`src/rtl/tftp_rtc_pkg.sv`:
```
package tftp_rtc_pkg;

  localparam int unsigned CfgIdxW = 1;
  localparam int unsigned CfgDataW = 16;

  localparam logic [CfgIdxW-1:0] CFG_BLK_BYTES = 1'd0;
  localparam logic [CfgIdxW-1:0] CFG_RETRY_LIMIT = 1'd1;

  localparam logic [15:0] BLK_BYTES_RST = 16'd512;
  localparam logic [7:0] RETRY_LIMIT_RST = 8'd5;

  localparam int unsigned InDataW = 56;
  localparam int unsigned OutDataW = 72;

  typedef enum logic [2:0] {
    FUNC_START   = 3'd0,
    FUNC_TIMEOUT = 3'd1,
    FUNC_ACK     = 3'd2,
    FUNC_ERROR   = 3'd3,
    FUNC_OTHER   = 3'd4
  } func_e;

  typedef enum logic [2:0] {
    ACT_NONE       = 3'd0,
    ACT_DATA       = 3'd1,
    ACT_OACK       = 3'd2,
    ACT_ERROR      = 3'd3,
    ACT_DONE       = 3'd4,
    ACT_PEER_ABORT = 3'd5
  } action_e;

  typedef enum logic [1:0] {
    ERR_NONE      = 2'd0,
    ERR_RETRIES   = 2'd1,
    ERR_WRONG_ACK = 2'd2
  } err_e;

  typedef struct packed {
    func_e       func;
    logic [15:0] ack_block;
    logic [31:0] file_length;
    logic        option_pending;
  } in_item_t;

  typedef struct packed {
    action_e     action;
    logic [15:0] blk_num;
    logic [31:0] byte_offset;
    logic [15:0] data_length;
    err_e        error_kind;
  } out_item_t;

  typedef struct packed {
    logic        we;
    logic [CfgIdxW-1:0]  idx;
    logic [CfgDataW-1:0] data;
  } cfg_wr_t;

endpackage

```
`src/rtl/tftp_rtc_in_stage.sv`:
```
module tftp_rtc_in_stage
  import tftp_rtc_pkg::*;
(
  input  logic     clk_i,
  input  logic     rst_ni,
  input  logic     in_valid_i,
  output logic     in_ready_o,
  input  in_item_t in_item_i,
  input  logic     take_i,
  output logic     valid_o,
  output in_item_t item_o
);

  logic     valid_q, valid_d;
  in_item_t item_q;
  logic     load;

  assign in_ready_o = !valid_q || take_i;
  assign load = in_valid_i && in_ready_o;

  always_comb begin
    valid_d = valid_q;
    if (load) begin
      valid_d = 1'b1;
    end else if (take_i) begin
      valid_d = 1'b0;
    end
  end

  always_ff @(posedge clk_i or negedge rst_ni) begin
    if (!rst_ni) begin
      valid_q <= 1'b0;
    end else begin
      valid_q <= valid_d;
    end
  end

  always_ff @(posedge clk_i) begin
    if (load) begin
      item_q <= in_item_i;
    end
  end

  assign valid_o = valid_q;
  assign item_o = item_q;

endmodule

```
`src/rtl/tftp_rtc_ctrl.sv`:
```
module tftp_rtc_ctrl
  import tftp_rtc_pkg::*;
(
  input  logic      clk_i,
  input  logic      rst_ni,
  input  cfg_wr_t   cfg_i,
  input  logic      fire_i,
  input  in_item_t  item_i,
  output out_item_t result_o
);

  logic [15:0] blk_bytes_q;
  logic [7:0]  retry_limit_q;

  logic        active_q, active_d;
  logic        opt_q, opt_d;
  logic [16:0] blk_q, blk_d;
  logic [31:0] off_q, off_d;
  logic [15:0] len_q, len_d;
  logic [31:0] left_q, left_d;
  logic [7:0]  retry_q, retry_d;

  logic [31:0] cut_src;
  logic [15:0] cut_len;
  logic [31:0] cut_rest;
  logic        ack_cur;
  logic        ack_prev;
  logic        emit;
  out_item_t   res;

  always_ff @(posedge clk_i or negedge rst_ni) begin
    if (!rst_ni) begin
      blk_bytes_q   <= BLK_BYTES_RST;
      retry_limit_q <= RETRY_LIMIT_RST;
    end else if (cfg_i.we) begin
      unique case (cfg_i.idx)
        CFG_BLK_BYTES:   blk_bytes_q <= cfg_i.data;
        CFG_RETRY_LIMIT: retry_limit_q <= cfg_i.data[7:0];
        default: ;
      endcase
    end
  end

  assign cut_src = (item_i.func == FUNC_START) ? item_i.file_length : left_q;
  assign cut_len = (cut_src < {16'd0, blk_bytes_q}) ? cut_src[15:0] : blk_bytes_q;
  assign cut_rest = cut_src - {16'd0, cut_len};
  assign ack_cur = ({1'b0, item_i.ack_block} == blk_q);
  assign ack_prev = ({2'b00, item_i.ack_block} == ({1'b0, blk_q} - 18'd1));

  always_comb begin
    active_d = active_q;
    opt_d    = opt_q;
    blk_d    = blk_q;
    off_d    = off_q;
    len_d    = len_q;
    left_d   = left_q;
    retry_d  = retry_q;
    emit     = 1'b0;
    res      = '0;
    case (item_i.func)
      FUNC_START: begin
        active_d = 1'b1;
        opt_d    = item_i.option_pending;
        blk_d    = 17'd1;
        off_d    = 32'd0;
        retry_d  = 8'd0;
        if (item_i.option_pending) begin
          len_d      = 16'd0;
          left_d     = item_i.file_length;
          res.action = ACT_OACK;
        end else begin
          len_d  = cut_len;
          left_d = cut_rest;
          emit   = 1'b1;
        end
      end
      FUNC_TIMEOUT: begin
        if (active_q) begin
          if (retry_q < retry_limit_q) begin
            retry_d = retry_q + 8'd1;
            if (opt_q) begin
              res.action = ACT_OACK;
            end else begin
              emit = 1'b1;
            end
          end else begin
            res.action     = ACT_ERROR;
            res.error_kind = ERR_RETRIES;
            active_d       = 1'b0;
            opt_d          = 1'b0;
          end
        end
      end
      FUNC_ERROR: begin
        if (active_q) begin
          res.action = ACT_PEER_ABORT;
          active_d   = 1'b0;
          opt_d      = 1'b0;
        end
      end
      FUNC_ACK: begin
        if (active_q) begin
          if (item_i.ack_block == 16'd0) begin
            if (opt_q) begin
              opt_d  = 1'b0;
              len_d  = cut_len;
              left_d = cut_rest;
              emit   = 1'b1;
            end
          end else if (opt_q) begin
            res.action     = ACT_ERROR;
            res.error_kind = ERR_WRONG_ACK;
            active_d       = 1'b0;
            opt_d          = 1'b0;
          end else if (ack_cur) begin
            if (len_q < blk_bytes_q) begin
              res.action = ACT_DONE;
              active_d   = 1'b0;
              opt_d      = 1'b0;
            end else begin
              off_d  = off_q + {16'd0, len_q};
              blk_d  = blk_q + 17'd1;
              len_d  = cut_len;
              left_d = cut_rest;
              emit   = 1'b1;
            end
          end else if (ack_prev) begin
            emit = 1'b1;
          end else begin
            res.action     = ACT_ERROR;
            res.error_kind = ERR_WRONG_ACK;
            active_d       = 1'b0;
            opt_d          = 1'b0;
          end
        end
      end
      default: ;
    endcase
    if (emit) begin
      res.action      = ACT_DATA;
      res.blk_num     = blk_d[15:0];
      res.byte_offset = off_d;
      res.data_length = len_d;
    end
  end

  always_ff @(posedge clk_i or negedge rst_ni) begin
    if (!rst_ni) begin
      active_q <= 1'b0;
      opt_q    <= 1'b0;
      blk_q    <= 17'd1;
      off_q    <= 32'd0;
      len_q    <= 16'd0;
      left_q   <= 32'd0;
      retry_q  <= 8'd0;
    end else if (fire_i) begin
      active_q <= active_d;
      opt_q    <= opt_d;
      blk_q    <= blk_d;
      off_q    <= off_d;
      len_q    <= len_d;
      left_q   <= left_d;
      retry_q  <= retry_d;
    end
  end

  assign result_o = res;

endmodule

```
`src/rtl/tftp_rtc_out_stage.sv`:
```
module tftp_rtc_out_stage
  import tftp_rtc_pkg::*;
(
  input  logic      clk_i,
  input  logic      rst_ni,
  input  logic      load_i,
  input  out_item_t result_i,
  output logic      free_o,
  output logic      out_valid_o,
  input  logic      out_ready_i,
  output out_item_t out_item_o
);

  logic      valid_q, valid_d;
  out_item_t item_q;

  assign free_o = !valid_q || out_ready_i;

  always_comb begin
    valid_d = valid_q;
    if (load_i) begin
      valid_d = 1'b1;
    end else if (out_ready_i) begin
      valid_d = 1'b0;
    end
  end

  always_ff @(posedge clk_i or negedge rst_ni) begin
    if (!rst_ni) begin
      valid_q <= 1'b0;
    end else begin
      valid_q <= valid_d;
    end
  end

  always_ff @(posedge clk_i) begin
    if (load_i) begin
      item_q <= result_i;
    end
  end

  assign out_valid_o = valid_q;
  assign out_item_o = item_q;

endmodule

```
`src/rtl/tftp_read_transfer_control.sv`:
```
// An accepted item passes the input register, control logic and output register before m_axis.
// Unstalled: one event per cycle; input register, one pass of control logic, output register.
// Back pressure on m_axis stalls s_axis only when both registers hold an item.
// Reset (rst_ni low, asynchronous): no session, block counter 1, counters and lengths 0,
// block bytes 512, retry_limit 5, both stages empty.
module tftp_read_transfer_control
  import tftp_rtc_pkg::*;
(
  input  logic                clk_i,
  input  logic                rst_ni,
  input  logic                s_axis_tvalid,
  output logic                s_axis_tready,
  // ack_block[15:0], file_length[47:16], option_pending[48], zero [55:49]
  input  logic [InDataW-1:0]  s_axis_tdata,
  // func[2:0]
  input  logic [2:0]          s_axis_tuser,
  output logic                m_axis_tvalid,
  input  logic                m_axis_tready,
  // blk_num[15:0], byte_offset[47:16], data_length[63:48], error_kind[65:64], zero [71:66]
  output logic [OutDataW-1:0] m_axis_tdata,
  // action[2:0]
  output logic [2:0]          m_axis_tuser,
  input  logic                cfg_we_i,
  input  logic [CfgIdxW-1:0]  cfg_idx_i,
  input  logic [CfgDataW-1:0] cfg_data_i
);

  in_item_t  in_item;
  in_item_t  stage_item;
  logic      stage_valid;
  logic      out_free;
  logic      fire;
  out_item_t result;
  out_item_t out_item;
  cfg_wr_t   cfg;

  assign in_item.func           = func_e'(s_axis_tuser);
  assign in_item.ack_block      = s_axis_tdata[15:0];
  assign in_item.file_length    = s_axis_tdata[47:16];
  assign in_item.option_pending = s_axis_tdata[48];

  assign cfg.we   = cfg_we_i;
  assign cfg.idx  = cfg_idx_i;
  assign cfg.data = cfg_data_i;

  assign fire = stage_valid && out_free;

  tftp_rtc_in_stage u_in_stage (
    .clk_i      (clk_i),
    .rst_ni     (rst_ni),
    .in_valid_i (s_axis_tvalid),
    .in_ready_o (s_axis_tready),
    .in_item_i  (in_item),
    .take_i     (fire),
    .valid_o    (stage_valid),
    .item_o     (stage_item)
  );

  tftp_rtc_ctrl u_ctrl (
    .clk_i    (clk_i),
    .rst_ni   (rst_ni),
    .cfg_i    (cfg),
    .fire_i   (fire),
    .item_i   (stage_item),
    .result_o (result)
  );

  tftp_rtc_out_stage u_out_stage (
    .clk_i       (clk_i),
    .rst_ni      (rst_ni),
    .load_i      (fire),
    .result_i    (result),
    .free_o      (out_free),
    .out_valid_o (m_axis_tvalid),
    .out_ready_i (m_axis_tready),
    .out_item_o  (out_item)
  );

  assign m_axis_tuser = out_item.action;
  assign m_axis_tdata = {6'd0, out_item.error_kind, out_item.data_length,
                         out_item.byte_offset, out_item.blk_num};

endmodule

```
`config.mk`:
```
export PLATFORM = sky130hd
export DESIGN_NAME = tftp_read_transfer_control
export DESIGN_NICKNAME = d
export VERILOG_FILES = /design/src/rtl/tftp_rtc_pkg.sv /design/src/rtl/tftp_rtc_in_stage.sv /design/src/rtl/tftp_rtc_ctrl.sv /design/src/rtl/tftp_rtc_out_stage.sv /design/src/rtl/tftp_read_transfer_control.sv
export SDC_FILE = /design/constraint.sdc
export NUM_CORES = 1
export LEC_CHECK = 0
export BUFFER_PORTS_ARGS = -buffer_cell sky130_fd_sc_hd__buf_2
export CAP_MARGIN = 0
export CORE_UTILIZATION = 50
export DETAILED_ROUTE_END_ITERATION = 16
export GPL_ROUTABILITY_DRIVEN = 0
export PLACE_DENSITY_LB_ADDON = 0.05
export SYNTH_ARGS = -nofsm -noshare
export SYNTH_HDL_FRONTEND = slang
export SYNTH_SLANG_ARGS = --single-unit
```
`constraint.sdc`:
```
create_clock -name clk_i -period 10.45 [get_ports clk_i]
set_input_delay 0 -clock clk_i [delete_from_list [all_inputs] [get_ports clk_i]]
set_output_delay 0 -clock clk_i [all_outputs]
set_load 0.01 [all_outputs]
```
# Yosys cells after proc, flatten, opt, wreduce, memory -nomap -nowiden
# Cells that the tools add are included.
# totals
ff_bits	254
input_bits	81
out_inout_bits	77
wordCells	148
# op_classes
addsub	5
magnitude_cmp	3
n_eq_ne	18
n_mux	78
bitwise	1
n_reduce_logical	22
# op_table
operator	n
two-way mux 32 bit	13
two-way mux 16 bit	8
one-hot mux 32 bit (2 select lines)	2
two-way mux 17 bit	5
one-hot mux 17 bit (2 select lines)	1
adder 32 x 16 -> 32 bit	1
less-than comparator 32 x 16 -> 1 bit	1
one-hot mux 16 bit (2 select lines)	1
subtractor 32 x 16 -> 32 bit	1
two-way mux 1 bit	23
two-way mux 3 bit	7
two-way mux 2 bit	10
== test 16 x 18 -> 1 bit	1
subtractor 17 x 1 -> 18 bit (second input constant)	1
adder 17 x 1 -> 17 bit (second input constant)	1
== test 16 x 17 -> 1 bit	1
logical NOT 16 bit	1
less-than comparator 16 bit	1
two-way mux 8 bit	2
one-hot mux 8 bit (2 select lines)	1
AND reduction 7 bit	2
one-hot mux 3 bit (4 select lines)	1
!= test 2 x 1 -> 1 bit (second input constant)	5
adder 8 x 1 -> 8 bit (second input constant)	1
other kinds (22)	36

# Logic depth before layout (Yosys ltp)
# Gate-level depths: netlist (run 1).
# depth
depth_word	11
mapped_depth	27
depth_no_buf	22

# Cells and area by module
# Synthesis (run 1) repeated with hierarchy kept, for this count alone.
# hier_totals
hier_cells	1625
hier_area_um2	15622.5
# modules_own_cells
module	n_inst	cells_each	area_each_um2	seq_area_each_um2
tftp_rtc_ctrl	1	1489	11832.6	3283.1
tftp_rtc_out_stage	1	72	2119.5	2097.0
tftp_rtc_in_stage	1	56	1615.3	1586.5
tftp_read_transfer_control	1	8	55.1	0.0

# Worst setup path after synthesis (run 1)
# OpenSTA, ideal clock, no wires.
# synth_path
path_kind	register to register
start	register u_in_stage.item_q, in the netlist u_in_stage.item_o[49]
end	register u_ctrl.left_q[17]
setup_time_ns	0.120
arrival_time_ns	6.160
required_ns	10.330
slack_ns	4.170
stages_incl_launch_ff	26
n_path_buf	4
period_less_slack_ns	6.280
path_cell_list	edfxtp_1 -> nor3_2 -> clkbuf_1 -> clkbuf_1 -> nand2_1 -> nand2_1 -> ha_1 -> a21o_1 -> a22o_1 -> nor4b_1 -> nand3_2 -> a211oi_4 -> buf_8 -> mux2i_1 -> inv_1 -> ha_1 -> nor2b_1 -> o31a_1 -> o211ai_1 -> a21o_1 -> a31oi_1 -> clkbuf_1 -> a2111oi_0 -> nor2_1 -> a2111o_1 -> o211a_1
# synth_between
elab_chain_len	11
word_cells_on_any_way	21
cone_classes	add/sub: 1; order compare: 1; eq/ne: 6; mux: 10; reduce/logical: 3
# synth_lines
item	line	text
from (decl)	tftp_rtc_in_stage.sv:15	in_item_t item_q;
from (signal assigned)	tftp_rtc_in_stage.sv:40	item_q <= in_item_i;
logical NOT 3 bit	tftp_rtc_ctrl.sv:44, tftp_rtc_ctrl.sv:60	
two-way mux 32 bit	tftp_rtc_ctrl.sv:44	assign cut_src = (item_i.func == FUNC_START) ? item_i.file_length : left_q;
less-than comparator 32 x 16 -> 1 bit	tftp_rtc_ctrl.sv:45	assign cut_len = (cut_src < {16'd0, blk_bytes_q}) ? cut_src[15:0] : blk_bytes_q;
two-way mux 16 bit	tftp_rtc_ctrl.sv:45	
subtractor 32 x 16 -> 32 bit	tftp_rtc_ctrl.sv:46	assign cut_rest = cut_src - {16'd0, cut_len};
two-way mux 32 bit	tftp_rtc_ctrl.sv:116	if (len_q < blk_bytes_q) begin
two-way mux 32 bit	tftp_rtc_ctrl.sv:115	end else if (ack_cur) begin
two-way mux 32 bit	tftp_rtc_ctrl.sv:110	end else if (opt_q) begin
two-way mux 32 bit	tftp_rtc_ctrl.sv:103	if (item_i.ack_block == 16'd0) begin
two-way mux 32 bit	tftp_rtc_ctrl.sv:102	if (active_q) begin
one-hot mux 32 bit (2 select lines)	tftp_rtc_ctrl.sv:60	case (item_i.func)
to (signal assigned)	tftp_rtc_ctrl.sv:162	left_q <= left_d;
to (decl)	tftp_rtc_ctrl.sv:20	logic [31:0] left_q, left_d;
# Several ways; a longest one is shown, not always the timed one. The select of a mux whose other input is x is not followed.
# A chain may end at the register's enable or synchronous reset.

# Final worst setup path (run 1)
# layout_path
start	register u_in_stage.item_q, in the netlist u_in_stage.item_o[50]
end	register u_ctrl.left_q[17]
# The elaborated chain is that of the path after synthesis.

==> results of run 1 <==
[cell type report]
class / instances / area [um2]
Clock inverter: 20 / 243
Multi-Input combinational cell: 1241 / 7880
Clock buffer: 34 / 766
Inverter: 46 / 173
Sequential cell: 254 / 6970
Tap cell: 390 / 488
Fill cell: 2596 / 11700
Timing Repair Buffer: 250 / 1750
[worst max path at each step]
| stage | start | to | slack (ps) | cells past startpoint |
|---|---|---|---|---|
| 6_report | u_in_stage.item_o[50]$_DFFE_PP_ | u_ctrl.left_q[17]$_DFFE_PN0P_ | 3570 | 23 |
| 5_1_grt | u_in_stage.item_o[50]$_DFFE_PP_ | u_ctrl.left_q[17]$_DFFE_PN0P_ | 3330 | 23 |
| 4_1_cts | u_in_stage.item_o[50]$_DFFE_PP_ | u_ctrl.left_q[17]$_DFFE_PN0P_ | 3660 | 23 |
| 3_5_place_dp | u_in_stage.item_o[50]$_DFFE_PP_ | u_ctrl.left_q[17]$_DFFE_PN0P_ | 3790 | 23 |
| 3_3_place_gp | u_in_stage.item_o[50]$_DFFE_PP_ | u_ctrl.left_q[17]$_DFFE_PN0P_ | 3850 | 23 |
| 2_1_floorplan | u_in_stage.item_o[49]$_DFFE_PP_ | u_ctrl.left_q[17]$_DFFE_PN0P_ | 4170 | 25 |
[through the flow]
step | total power (W) | cell area (um2) | utilization | setup slack (ps)
2_1_floorplan | 0.00189 | 15400 | - | 4170
3_3_place_gp | 0.00210 | 16400 | 0.546 | 3850
3_5_place_dp | 0.00212 | 16400 | 0.546 | 3790
4_1_cts | 0.00323 | 18300 | 0.610 | 3660
5_1_grt | 0.00340 | 18300 | 0.610 | 3330
6_report | 0.00321 | 18300 | 0.610 | 3570
[Yosys cell counts (18+ instances only)]
| library cell | count | area [um2] |
|---|---|---|
| nand2_1 | 220 | 826 |
| inv_1 | 46 | 173 |
| o21ai_0 | 130 | 651 |
| nand4_1 | 18 | 113 |
| nand2b_1 | 25 | 156 |
| o31ai_1 | 28 | 210 |
| edfxtp_1 | 121 | 3630 |
| ha_1 | 74 | 926 |
| dfrtp_1 | 129 | 3230 |
| a22o_1 | 20 | 175 |
| o21ai_1 | 22 | 110 |
| a31oi_1 | 25 | 156 |
| nor2_1 | 128 | 480 |
| nor3_1 | 29 | 145 |
| xor2_1 | 44 | 385 |
| clkbuf_1 | 68 | 255 |
| xnor2_1 | 36 | 315 |
| a22oi_1 | 19 | 143 |
| nand3_1 | 40 | 200 |
| a21oi_1 | 88 | 440 |
| mux2i_1 | 31 | 310 |
[power breakdown]
group | total [W] | internal [W] | switching [W] | leakage (nW)
registers | 0.00127 | 0.00117 | 0.000105 | 2.91
logic | 0.000862 | 0.000359 | 0.000503 | 4.14
clock network | 0.00107 | 0.000649 | 0.000425 | 0.483
total | 0.00321 | 0.00218 | 0.00103 | 7.53
[per-layer routing]
layer / part of all wire / vias to the layer above / global-route usage
met5: 0 / - / 0
met4: 0.026 / 0 / 0.0759
met3: 0.057 / 58 / 0.0300
met2: 0.45 / 379 / 0.418
met1: 0.46 / 6162 / 0.369
li1: - / 6340 / -
[worst register-to-register path, cell delays in order (launching register included)]
cell	delay (ps)
edfxtp_1	380
buf_4	290
nor3_4	710
nand2_1	120
nand2_1	160
ha_1	270
a21o_1	160
a22o_1	180
nor4b_1	300
nand3_2	160
a211oi_4	310
buf_4	330
mux2i_1	490
ha_1	280
nor2b_1	70
o31a_1	280
o211ai_1	260
a21o_1	210
a31oi_1	90
buf_4	190
a2111oi_0	850
nor2_1	140
a2111o_1	420
o211a_1	110
[placed cells by master, fill, tap and decap left out, types with 36 or more instances in the layout]
| cell | n |
|---|---|
| nand2_1 | 220 |
| buf_2 | 143 |
| o21ai_0 | 130 |
| dfrtp_1 | 129 |
| nor2_1 | 128 |
| edfxtp_1 | 121 |
| dlygate4sd3_1 | 89 |
| a21oi_1 | 88 |
| ha_1 | 74 |
| inv_1 | 45 |
| xor2_1 | 44 |
| nand3_1 | 40 |
| xnor2_1 | 36 |
[state kept, by name, indices dropped and copies added (netlist names)]
name	cells
u_ctrl.len_q	16
u_ctrl.retry_limit_q	8
u_ctrl.opt_q	1
u_ctrl.off_q	32
u_in_stage.item_o	52
u_out_stage.out_valid_o	1
u_ctrl.retry_q	8
u_ctrl.active_q	1
u_ctrl.blk_q	17
u_ctrl.blk_bytes_q	16
u_out_stage.out_item_o	69
u_ctrl.left_q	32
u_in_stage.valid_o	1
[kinds of logic after synthesis]
kind of cell               Yosys count
AOI/OAI and AO/OA                  460
xor gates and xnor gates            82
adders and majority gates           76
buffers and inverters              141
DFF                                254
muxes                               41
other                                1
and+or+nand+nor                    576
==> results summary, run 1 <==
The synthesis-to-finish area growth came out at 18.6%. The routed design could run at a clock period as short as about 6900 ps. Traced cell by cell, the critical path runs through buf_4 > nor3_4 > nand2_1 > nand2_1 > ha_1 > a21o_1 > a22o_1 > nor4b_1 > nand3_2 > a211oi_4 > buf_4 > mux2i_1 > ha_1 > nor2b_1 > o31a_1 > o211ai_1 > a21o_1 > a31oi_1 > buf_4 > a2111oi_0 > nor2_1 > a2111o_1 > o211a_1. The number of buffers created by CTS came out at 29.

The detailed-routing iteration count for the pre-antenna-repair pass is 5. Clock-pin slew was measured on the worst setup and hold paths at around 60 ps. The highest ir drop seen on vdd came out at 0.186 mV. At the pin with the least slew margin, the transition time is 1070 ps. The mean instance size in the synthesized netlist came out at 9.44 um2.

The worst flop-to-flop path endpoint is u_ctrl.left_q[17]$_DFFE_PN0P_. The largest net degree at the start of global routing came out at 73. Detailed placement finished with a half-perimeter wire length of around 28 mm.

The number of flops mapped to enable cells by yosys is about 120. The buffer depth of the longest clock path is 3. The CTS H-tree depth came out at 1.

Setup repair after global routing left no endpoint under its margin. The worst setup path is of the reg2reg kind. The required time at the endpoint of the critical path is between 10000 and 15000 ps.

The worst endpoint data arrival time is roughly 7300 ps. The floorplan step set the die height to 177 um. After synthesis, the largest family of logic cells by area is compound AO/OA/AOI/OAI gates.

Broken down by cell family, the worst path's largest delay share belongs to compound AO/OA/AOI/OAI gates. The run finished with clean final reports. The post-synthesis cell area is 15400 um2. The number of antenna cells inserted is 0. The number of global-route vias before repair came to ~13000. The overall track demand over capacity in global routing came out at 0.260. The count of buffers added by post-CTS timing repair for setup is 0.

The register area share after synthesis is 0.452. The library cell appearing most often on the critical path is buf_4. Among all flip-flop cells after synthesis, the most frequent one is dfrtp_1. The die is roughly 180 um wide. Static timing analysis puts the maximum clock frequency at ~150 MHz. The initial antenna violation count is 0. In this run the worst hold path is classified as in2async. The setup slack of the worst register-to-register path came out at roughly 3600 ps. The initialized floorplan defines 63 standard-cell rows. The total leakage power is roughly 7.5 nW. The final non-filler cell total is around 2200. The final setup TNS is 0 ps. The CTS sink count is 254. The number of cells after detailed placement is around 2100. The number of vias per cell is between 5 and 6. In this run, distinct cell masters in the synthesized netlist total 87. Across the routed clock network, the largest skew measured is between 10 and 15 ps.

The share of synthesized area spent on multiplexers is 0.0275. The buffer cell driving the clock tree root is clkbuf_16. The power density over cell area came out at ~180 nW/um2. The worst setup path is captured at a flop. The hold slack came out at approximately 1.2 ps. The die footprint is 31500 um2. The number of hold-slack violations in the final timing report came out at 0. The worst setup path is launched from a flop. After the last flow step, the layout net total stands at between 1500 and 2000. The post-synthesis sequential element count is 254. The number of maximum-capacitance violations is 0. The cell count of the worst reg-to-reg path is 23. The I/O pin count came out at approximately 160. The area of the core came out at 30000 um2. For this run, the number of Yosys warnings is 0. The total number of vias is 12900.

Summed over all layers, the routed wires come to a little over 40 mm. The number of buffers inserted by hold repair at cts came out at 89. The port buffer count came out at around 140. After detailed routing, the average wire length per cell comes to about 18 um. Of the available clock period, the critical path in the final layout requires 0.658. For this run, design rule violations remaining after detail routing come to 0. In this run the tightest slew margin relative to its limit is 0.285.

The count of antenna-violating nets left after detailed routing is 0. Of the total synthesized cell area, the portion taken by full adders, half adders and majority gates is 0.0627. The share of cells above drive strength 1 is 0.141.

The synthesized-area fraction occupied by xor and xnor cells came out at 0.0476. The synthesized-area fraction occupied by ao, oa, aoi and oai cells is 0.192. The basic-gate share of the synthesized area counting and, or, nand and nor cells came out at 0.179.

The total count of max-transition violations in the final report is 0. For this configuration, the core starts out at a cell density of 0.514. The quantity of gates resized following cts is 0. Together, buffers and inverters on the worst path number 3.

The delay of the slowest cell on the worst path is between 800 and 900 ps. The global-route congestion overflow total came out at 0. The fraction of registers with async set or reset after synthesis is 0.524. The largest fanout on the critical path came out at 39. For this block, the initial DRC count from the detailed router was ~1100. The final setup violation count came out at 0. The clock tree from TritonCTS is built. For this design, the slowest cell found on the critical path is a2111oi_0. The post-synthesis instance total came out at 1631. The source-to-sink clock delay at the later pin of the worst-skew pair came out at 560 ps. The first-pass GRT wire length is 65.4 mm. The worst register-to-register path begins at u_in_stage.item_o[50]$_DFFE_PP_.
No activity file was read; power rests on OpenSTA's default activity.
==> run 2: changes to the inputs <==
--- a/config.mk
+++ b/config.mk
@@ -5,6 +5,7 @@
 export SDC_FILE = /design/constraint.sdc
 export NUM_CORES = 1
 export LEC_CHECK = 0
+export ABC_AREA = 1
 export BUFFER_PORTS_ARGS = -buffer_cell sky130_fd_sc_hd__buf_2
 export CAP_MARGIN = 0
 export CORE_UTILIZATION = 50
==> constraint.sdc (replaced) <==
create_clock -name clk_i -period 5.6 [get_ports clk_i]
set_input_delay 0 -clock clk_i [delete_from_list [all_inputs] [get_ports clk_i]]
set_output_delay 0 -clock clk_i [all_outputs]
set_load 0.01 [all_outputs]
==> run 2 against run 1 <==
Effect of this change:
- synthesized cell count rose by 31%
- total power rose by 130%
- non-clock buffer count fell by 5
- sequential share of layout area fell by 1.4 points
- sequential power rose by 110%
- highest routed layer unchanged
- largest cell class unchanged
==> results summary, run 2 <==
The run finished with clean final reports. The setup slack of the worst register-to-register path came to 620 ps (-2950 ps). Setup repair after global routing left no endpoint under its margin. By instance count, the leading cell after synthesis is nand2_1. The number of hold-slack violations in the final timing report was 0 (unchanged). edfxtp_1 takes more of the synthesized area than any other cell. The post-route clock skew is 23.6 ps (+11.8 ps). The worst register-to-register path ends at u_ctrl.left_q[22]$_DFFE_PN0P_. The overall track demand over capacity in global routing came out at 0.275 (+0.0154). The post-synthesis cell area came out at 16200 um2 (+5.3%). Leaving out fill and tap cells, the most frequent cells in the layout are 513 x nand2_1, 253 x inv_1, 180 x nor2_1. The global routing met1 resource utilization came to 0.377 (+0.00893). The number of vias per cell is 5.45 (-5.9%). The average wire length per cell after detail routing is 16.4 um (-8.6%). The critical path is of the reg2reg type. The met2 global-route usage came out at 0.454 (+0.0364).

The global-route congestion overflow total is 0 (unchanged). The final critical delay including setup and external delays was 4980 ps (-1900 ps). The highest ir drop seen on vdd is 0.275 mV (+48%).

The cell with the biggest individual delay on the critical path is o21ai_0. The total leakage power came out at 8.80 nW (+17%). The worst setup margin came out at 616 ps (-2950 ps). The number of global-route vias before repair came out at 14100 (+12%). The pre-CTS setup slack was 600 ps (-3190 ps).

The worst-case headroom to the max-slew limit is 0.278 (-0.00714). The largest fanout on the critical path came out at 15 (-62%). The final net count came out at 2498 (+26%). The hold slack came out at 5.17 ps (+3.99 ps). The number of flops mapped to enable cells by yosys was 121 (unchanged). The total count of max-transition violations in the final report is 0 (unchanged). The effective utilization at floorplan came out at 0.511 (-0.00279). The final setup TNS came out at 0 ps (unchanged). The slew at the pin closest to its max-slew limit is 1080 ps (+14.4 ps). The library cell appearing most often on the critical path is nand2_1. The source-to-sink clock delay at the later pin of the worst-skew pair came out at 580 ps (+20 ps). The initial antenna violation count came out at 0 (unchanged). The number of buffers and inverters on the critical path is 1 (-2). The CTS H-tree depth is 1 (unchanged).

The delay of the slowest cell on the worst path is 470 ps (-380 ps). The total number of vias came out at 15100 (+16%). The starting DRC count in detailed routing is 1340 (+27%).

The share of cells above drive strength 1 came out at 0.119 (-0.0222). The timing-limited maximum frequency was 201 MHz (+38%). The cell count of the worst reg-to-reg path was 28 (+22%).

The flip-flop count of the largest register after layout is 69 (unchanged). In the post-synthesis netlist, the biggest area contributors are edfxtp_1 22%, dfrtp_1 20%, nand2_1 12%. The total detailed-routing wirelength came out at 45.5 mm (+13%). The post-synthesis sequential element count is 254 (unchanged). The HPWL after detailed placement came out at 32.5 mm (+18%). The number of buffers created by CTS came out at 29 (unchanged). The startpoint identified for the worst register-to-register timing path is u_in_stage.item_o[49]$_DFFE_PP_.

The required time at the endpoint of the critical path came out at 6040 ps (-4850 ps). The largest net degree at the start of global routing is 73 (unchanged). The number of standard-cell rows in the floorplan came out at 65 (+3.2%). The register area share after synthesis came out at 0.430 (-0.0228). The final setup violation count is 0 (unchanged). The buffer depth of the longest clock path is 3 (unchanged). The port buffer count is 144 (unchanged).

The global routing met3 resource utilization came out at 0.0269 (-0.00305). The class of the tightest hold or removal check is in2async. The synthesis-to-finish area growth came out at 16.9%. The category of the worst setup path capture point is a flop. The number of antenna cells inserted came out at 0 (unchanged). The fraction of synthesized cell area taken by the top area cell type came out at 0.224 (-0.0119). Leaving out fill and tap cells, the most frequent cell in the layout is nand2_1. The number of warning messages in the yosys log came out at 0 (unchanged). Among all flip-flop cells after synthesis, the most frequent one is dfrtp_1. The detailed-routing iteration count for the pre-antenna-repair pass came out at 6 (+1). The mean instance size in the synthesized netlist is 7.56 um2 (-20%). The total design power is 0.00740 W (+130%).

The first-pass GRT wire length came out at 73.1 mm (+12%). The die footprint was 33200 um2 (+5.3%). The count of antenna-violating nets left after detailed routing is 0 (unchanged). The post-synthesis instance total came out at 2144 (+31%). The buffer cell driving the clock tree root is clkbuf_16.

The final cycle utilization of the critical path came out at 0.890 (+0.231). The detailed-route DRC error count came to 0 (unchanged). The worst endpoint data arrival time came to 5420 ps (-1910 ps). The count of buffers added by post-CTS timing repair for setup came out at 0 (unchanged). The fraction of registers with async set or reset after synthesis was 0.524 (unchanged). The width of the die is 182 um (+2.6%). The area of the core is 31700 um2 (+5.9%). Sorting the synthesized cells by how often they occur yields 514 x nand2_1, 255 x inv_1, 181 x nor2_1. Grouping stages by cell kind, the critical path spends the most delay in simple AND/OR/NAND/NOR gates.

The power density over cell area came out at 390 nW/um2 (+120%). TritonCTS built the clock tree. The number of maximum-capacitance violations is 0 (unchanged).

The busiest metal layer after global routing is met2. The clock-pin slew on the worst setup and hold paths is 60 ps (about the same). The distinct cell type count after synthesis is 50 (-43%). The CTS sink count is 254 (unchanged). The height of the die came to 182 um (+2.6%). The I/O pin count is 158 (unchanged). STA classifies the critical path startpoint as a flop.
run 2: worst max-delay path by stage:
| stage | cells after the start | start | endpoint |
|---|---|---|---|
| 2_1_floorplan | 32 | u_in_stage.item_o[49]$_DFFE_PP_ | u_ctrl.left_q[22]$_DFFE_PN0P_ |
| 3_3_place_gp | 30 | u_in_stage.item_o[49]$_DFFE_PP_ | u_ctrl.left_q[22]$_DFFE_PN0P_ |
| 3_5_place_dp | 30 | u_in_stage.item_o[49]$_DFFE_PP_ | u_ctrl.left_q[22]$_DFFE_PN0P_ |
| 4_1_cts | 30 | u_in_stage.item_o[49]$_DFFE_PP_ | u_ctrl.left_q[22]$_DFFE_PN0P_ |
| 5_1_grt | 30 | u_in_stage.item_o[49]$_DFFE_PP_ | u_ctrl.left_q[30]$_DFFE_PN0P_ |
| 6_report | 28 | u_in_stage.item_o[49]$_DFFE_PP_ | u_ctrl.left_q[22]$_DFFE_PN0P_ |
run 2: area by class of cell:
cell class | instances | area, um2
repair buffers | 245 | 1670
multi-input cells | 1550 | 7890
clock buffers | 33 | 751
inverters | 261 | 980
clock inverters | 21 | 191
fillers | 2932 | 12800
flip-flops and latches | 254 | 6970
well taps | 402 | 503
run 2: power breakdown:
group | total [W] | switching (W) | internal, W | leakage (nW)
combinational | 0.00287 | 0.00181 | 0.00106 | 5.46
clock | 0.00188 | 0.000778 | 0.00110 | 0.462
sequential | 0.00265 | 0.000333 | 0.00232 | 2.88
run 2: per-stage QoR:
stage               cell area [um2]  instances  utilization
global route                  19000       2766        0.598
CTS                           19000       2766        0.598
detailed placement            17300       2638        0.545
global placement              17300       2638        0.545
floorplan                     16200       2149            -
finish                        19000       2766        0.598
run 2: kinds of logic after synthesis:
group | Yosys count | synth area share
AO/OA/AOI/OAI | 434 | 0.142
XOR/XNOR | 41 | 0.0221
adder cells (fa/ha/maj) | 76 | 0.0596
buffers and inverters | 345 | 0.0850
flip-flops | 254 | 0.430
multiplexers | 1 | 0.000617
other | 1 | 0.000231
AND/OR/NAND/NOR | 992 | 0.261
run 2: per-layer routing:
metal	wire length (um)	up-vias
met5	0	-
met2	20700	518
met3	2570	101
li1	-	7525
met4	1680	0
met1	20600	6927
run 2: timing repair:
item,CTS,global route
endpoints found under the hold margin,143,0
hold buffers,74,0
resized for setup,0,0
setup endpoints to repair,0,0
==> run 3: changes to the inputs <==
--- a/config.mk
+++ b/config.mk
@@ -7,11 +7,10 @@
 export LEC_CHECK = 0
 export ABC_AREA = 1
 export BUFFER_PORTS_ARGS = -buffer_cell sky130_fd_sc_hd__buf_2
-export CAP_MARGIN = 0
 export CORE_UTILIZATION = 50
 export DETAILED_ROUTE_END_ITERATION = 16
 export GPL_ROUTABILITY_DRIVEN = 0
-export PLACE_DENSITY_LB_ADDON = 0.05
+export PLACE_DENSITY = 0.74
 export SYNTH_ARGS = -nofsm -noshare
 export SYNTH_HDL_FRONTEND = slang
 export SYNTH_SLANG_ARGS = --single-unit
==> run 3 against run 2 <==
Effect of this change:
- cell count shrank 0.14%
- non-clock buffer count shrank 2
- sequential power is essentially flat
- utilization shrank 0.11 points
- register-to-register slack lost 200 ps
- critical path depth grew 2
- via count grew 1.8%
- total power shrank 1.4%
- first-iteration DRC count grew 8.1%
- hold slack gained 100 ps
- maximum frequency shrank 3.8%
- routed wire length shrank 3.0%
- largest cell class unchanged
==> results summary, run 3 (synthesis gave the netlist of run 2 again) <==
The buffer cell driving the clock tree root is clkbuf_16. The final critical delay including setup and external delays is 5180 ps (+196 ps). The hold slack came out at 106 ps (+101 ps).

The worst endpoint data arrival time was 5600 ps (+180 ps). The library cell appearing most often on the critical path is nand2_1. The number of fill cells in the layout came out at 2789 (-4.9%). The total number of vias came out at 15300 (+1.8%). The largest net degree at the start of global routing came out at 75 (+2.7%).

The number of antenna cells inserted came out at 0 (unchanged). The first-pass GRT wire length came out at 71.6 mm (-2.0%). The height of the die is 182 um (unchanged).

The port buffer count came out at 144 (unchanged). The final setup TNS came out at 0 ps (unchanged). The number of standard-cell rows in the floorplan was 65 (unchanged). The area after detailed placement is 17200 um2 (-0.28%). The slowest stage of the critical path belongs to the cell edfxtp_1. The final non-filler cell area is 18900 um2 (-0.18%). The number of maximum-capacitance violations came to 0 (unchanged). The critical path start-end classification is reg2reg.

The buffer depth of the longest clock path is 3 (unchanged). The die footprint came out at 33200 um2 (unchanged). STA classifies the critical path startpoint as a flop.

The final setup violation count is 0 (unchanged). The setup slack of the worst register-to-register path is 420 ps (-200 ps). The number of hold-slack violations in the final timing report came out at 0 (unchanged). The multi-input logic area is 7890 um2 (unchanged). The number of global-route vias before repair came out at 14200 (+0.45%). The slew at the pin closest to its max-slew limit was 990 ps (-92.1 ps).

TritonCTS built the clock tree. The width of the die is 182 um (unchanged). The worst flop-to-flop path startpoint is u_in_stage.item_o[49]$_DFFE_PP_. The path class of the tightest hold or removal check is in2async. The effective utilization at floorplan came out at 0.511 (unchanged).

The average wire length per cell after detail routing came out at 16.0 um (-2.8%). The required time at the endpoint of the critical path came out at 6020 ps (-20 ps). The count of antenna-violating nets left after detailed routing came out at 0 (unchanged). The worst-case headroom to the max-slew limit came to 0.340 (+0.0622). The starting DRC count in detailed routing came out at 1448 (+8.1%).

The overall track demand over capacity in global routing came out at 0.267 (-0.00853). The count of buffers added by post-CTS timing repair for setup came out at 0 (unchanged). Setup repair after global routing left no endpoint under its margin. The detailed-routing iteration count for the pre-antenna-repair pass came out at 6 (unchanged). The HPWL after detailed placement came out at 31.1 mm (-4.4%). The global-route congestion overflow total was 0 (unchanged). The area of the core came out at 31700 um2 (unchanged).

The timing-limited maximum frequency came to 193 MHz (-3.8%). The final non-filler cell total was 2762 (-0.14%). The worst flop-to-flop path endpoint is u_ctrl.left_q[27]$_DFFE_PN0P_.

The number of cells after detailed placement was 2632 (-0.23%). The post-route clock skew came to 41.5 ps (+17.9 ps). The number of buffers created by CTS is 28 (-3.4%). The final net count is 2495 (-0.12%). The number of vias per cell came out at 5.56 (+2.0%).

The CTS H-tree depth came out at 1 (unchanged). The flip-flop count of the largest register after layout came out at 69 (unchanged). The synthesis-to-finish area growth came out at 16.7%. The CTS sink count came out at 254 (unchanged). The delay of the slowest cell on the worst path came to 440 ps (-30 ps). The global routing met1 resource utilization came out at 0.357 (-0.0202).

The power density over cell area came out at 386 nW/um2 (-1.2%). The I/O pin count was 158 (unchanged). In the layout the commonest cells are 513 x nand2_1, 253 x inv_1, 180 x nor2_1. The total detailed-routing wirelength is 44.1 mm (-3.0%).

The largest fanout on the critical path is 25 (+10). The register area came out at 6970 um2 (unchanged). STA classifies the critical path endpoint as a flop.

The global routing met3 resource utilization is 0.0359 (+0.00898). The flow ran to the end, and the final reports show no timing, DRC or antenna violations. The detailed-route DRC error count came out at 0 (unchanged). The final cycle utilization of the critical path was 0.925 (+0.0350).

The initial antenna violation count is 0 (unchanged). The total design power is 0.00730 W (-1.4%). The cell count of the worst reg-to-reg path is 30 (+7.1%). The highest ir drop seen on vdd came out at 0.297 mV (+8.1%). The met2 global-route usage came to 0.446 (-0.00782).

The library cell used most frequently in the layout, excluding fill and tap cells, is nand2_1. The share of cells above drive strength 1 came out at 0.118 (-0.00107). The clock-pin slew on the worst setup and hold paths came out at 70 ps (about the same). The total count of max-transition violations in the final report is 0 (unchanged). The source-to-sink clock delay at the later pin of the worst-skew pair is 570 ps (about the same). The total leakage power is 8.74 nW (-0.62%). After global routing, the most crowded layer is met2.
==> run 3: changes by cell type in the layout (fill, tap and decap cells not counted) <==
cell | before | now
clkinv_1 | 10 | 5
o21ai_1 | 27 | 29
clkinv_4 | 1 | 2
dlygate4sd3_1 | 74 | 78
bufinv_16 | 3 | 2
clkinv_2 | 6 | 2
clkinvlp_4 | 1 | 8
clkbuf_8 | 1 | 0
inv_6 | 1 | 3
o21ai_0 | 175 | 173
buf_4 | 27 | 21
clkbuf_16 | 29 | 28
==> run 3: critical path: cells and delay by family (launching register included) <==
| kind | cells | cell delay (ps) |
|---|---|---|
| compound gates | 5 | 1440 |
| flops | 1 | 440 |
| fa+ha+maj | 2 | 600 |
| buf+inv | 2 | 260 |
| simple gates | 21 | 2250 |
==> run 3: area by class of cell <==
class | instances | area share
flip-flops and latches | 254 | 0.368
well taps | 402 | 0.0266
clock inverters | 21 | 0.0106
repair buffers | 243 | 0.0880
inverters | 261 | 0.0518
multi-input cells | 1550 | 0.417
clock buffers | 31 | 0.0376
==> run 3: timing repair <==
action                                 in CTS  in global routing
setup endpoints to repair                   0                  4
endpoints found under the hold margin     136                  0
hold buffers                               78                  0
gates resized for setup                     0                  3
==> run 3: routing by layer <==
layer / vias up / wire (um)
met5: - / 0
met4: 0 / 1280
met3: 86 / 3250
met2: 654 / 20600
met1: 7089 / 19000
li1: 7518 / -
==> run 3: worst max-delay path by stage <==
stage,startpoint,endpoint
floorplan,u_in_stage.item_o[49]$_DFFE_PP_,u_ctrl.left_q[22]$_DFFE_PN0P_
global placement,u_in_stage.item_o[49]$_DFFE_PP_,u_ctrl.left_q[22]$_DFFE_PN0P_
detailed placement,u_in_stage.item_o[49]$_DFFE_PP_,u_ctrl.left_q[22]$_DFFE_PN0P_
CTS,u_in_stage.item_o[49]$_DFFE_PP_,u_ctrl.left_q[22]$_DFFE_PN0P_
global route,u_in_stage.item_o[49]$_DFFE_PP_,u_ctrl.left_q[30]$_DFFE_PN0P_
finish,u_in_stage.item_o[49]$_DFFE_PP_,u_ctrl.left_q[27]$_DFFE_PN0P_
==> run 3: power breakdown <==
group	internal [W]	leakage, nW	switching, W
Clock	0.00102	0.419	0.000790
Combinational	0.00105	5.45	0.00179
Sequential	0.00232	2.88	0.000322
Total	0.00439	8.74	0.00290
==> run 3: per-stage QoR <==
stage	setup slack, ps	util
6_report	421	0.597
5_1_grt	17.6	0.597
4_1_cts	348	0.596
3_5_place_dp	394	0.543
3_3_place_gp	579	0.543
2_1_floorplan	753	-
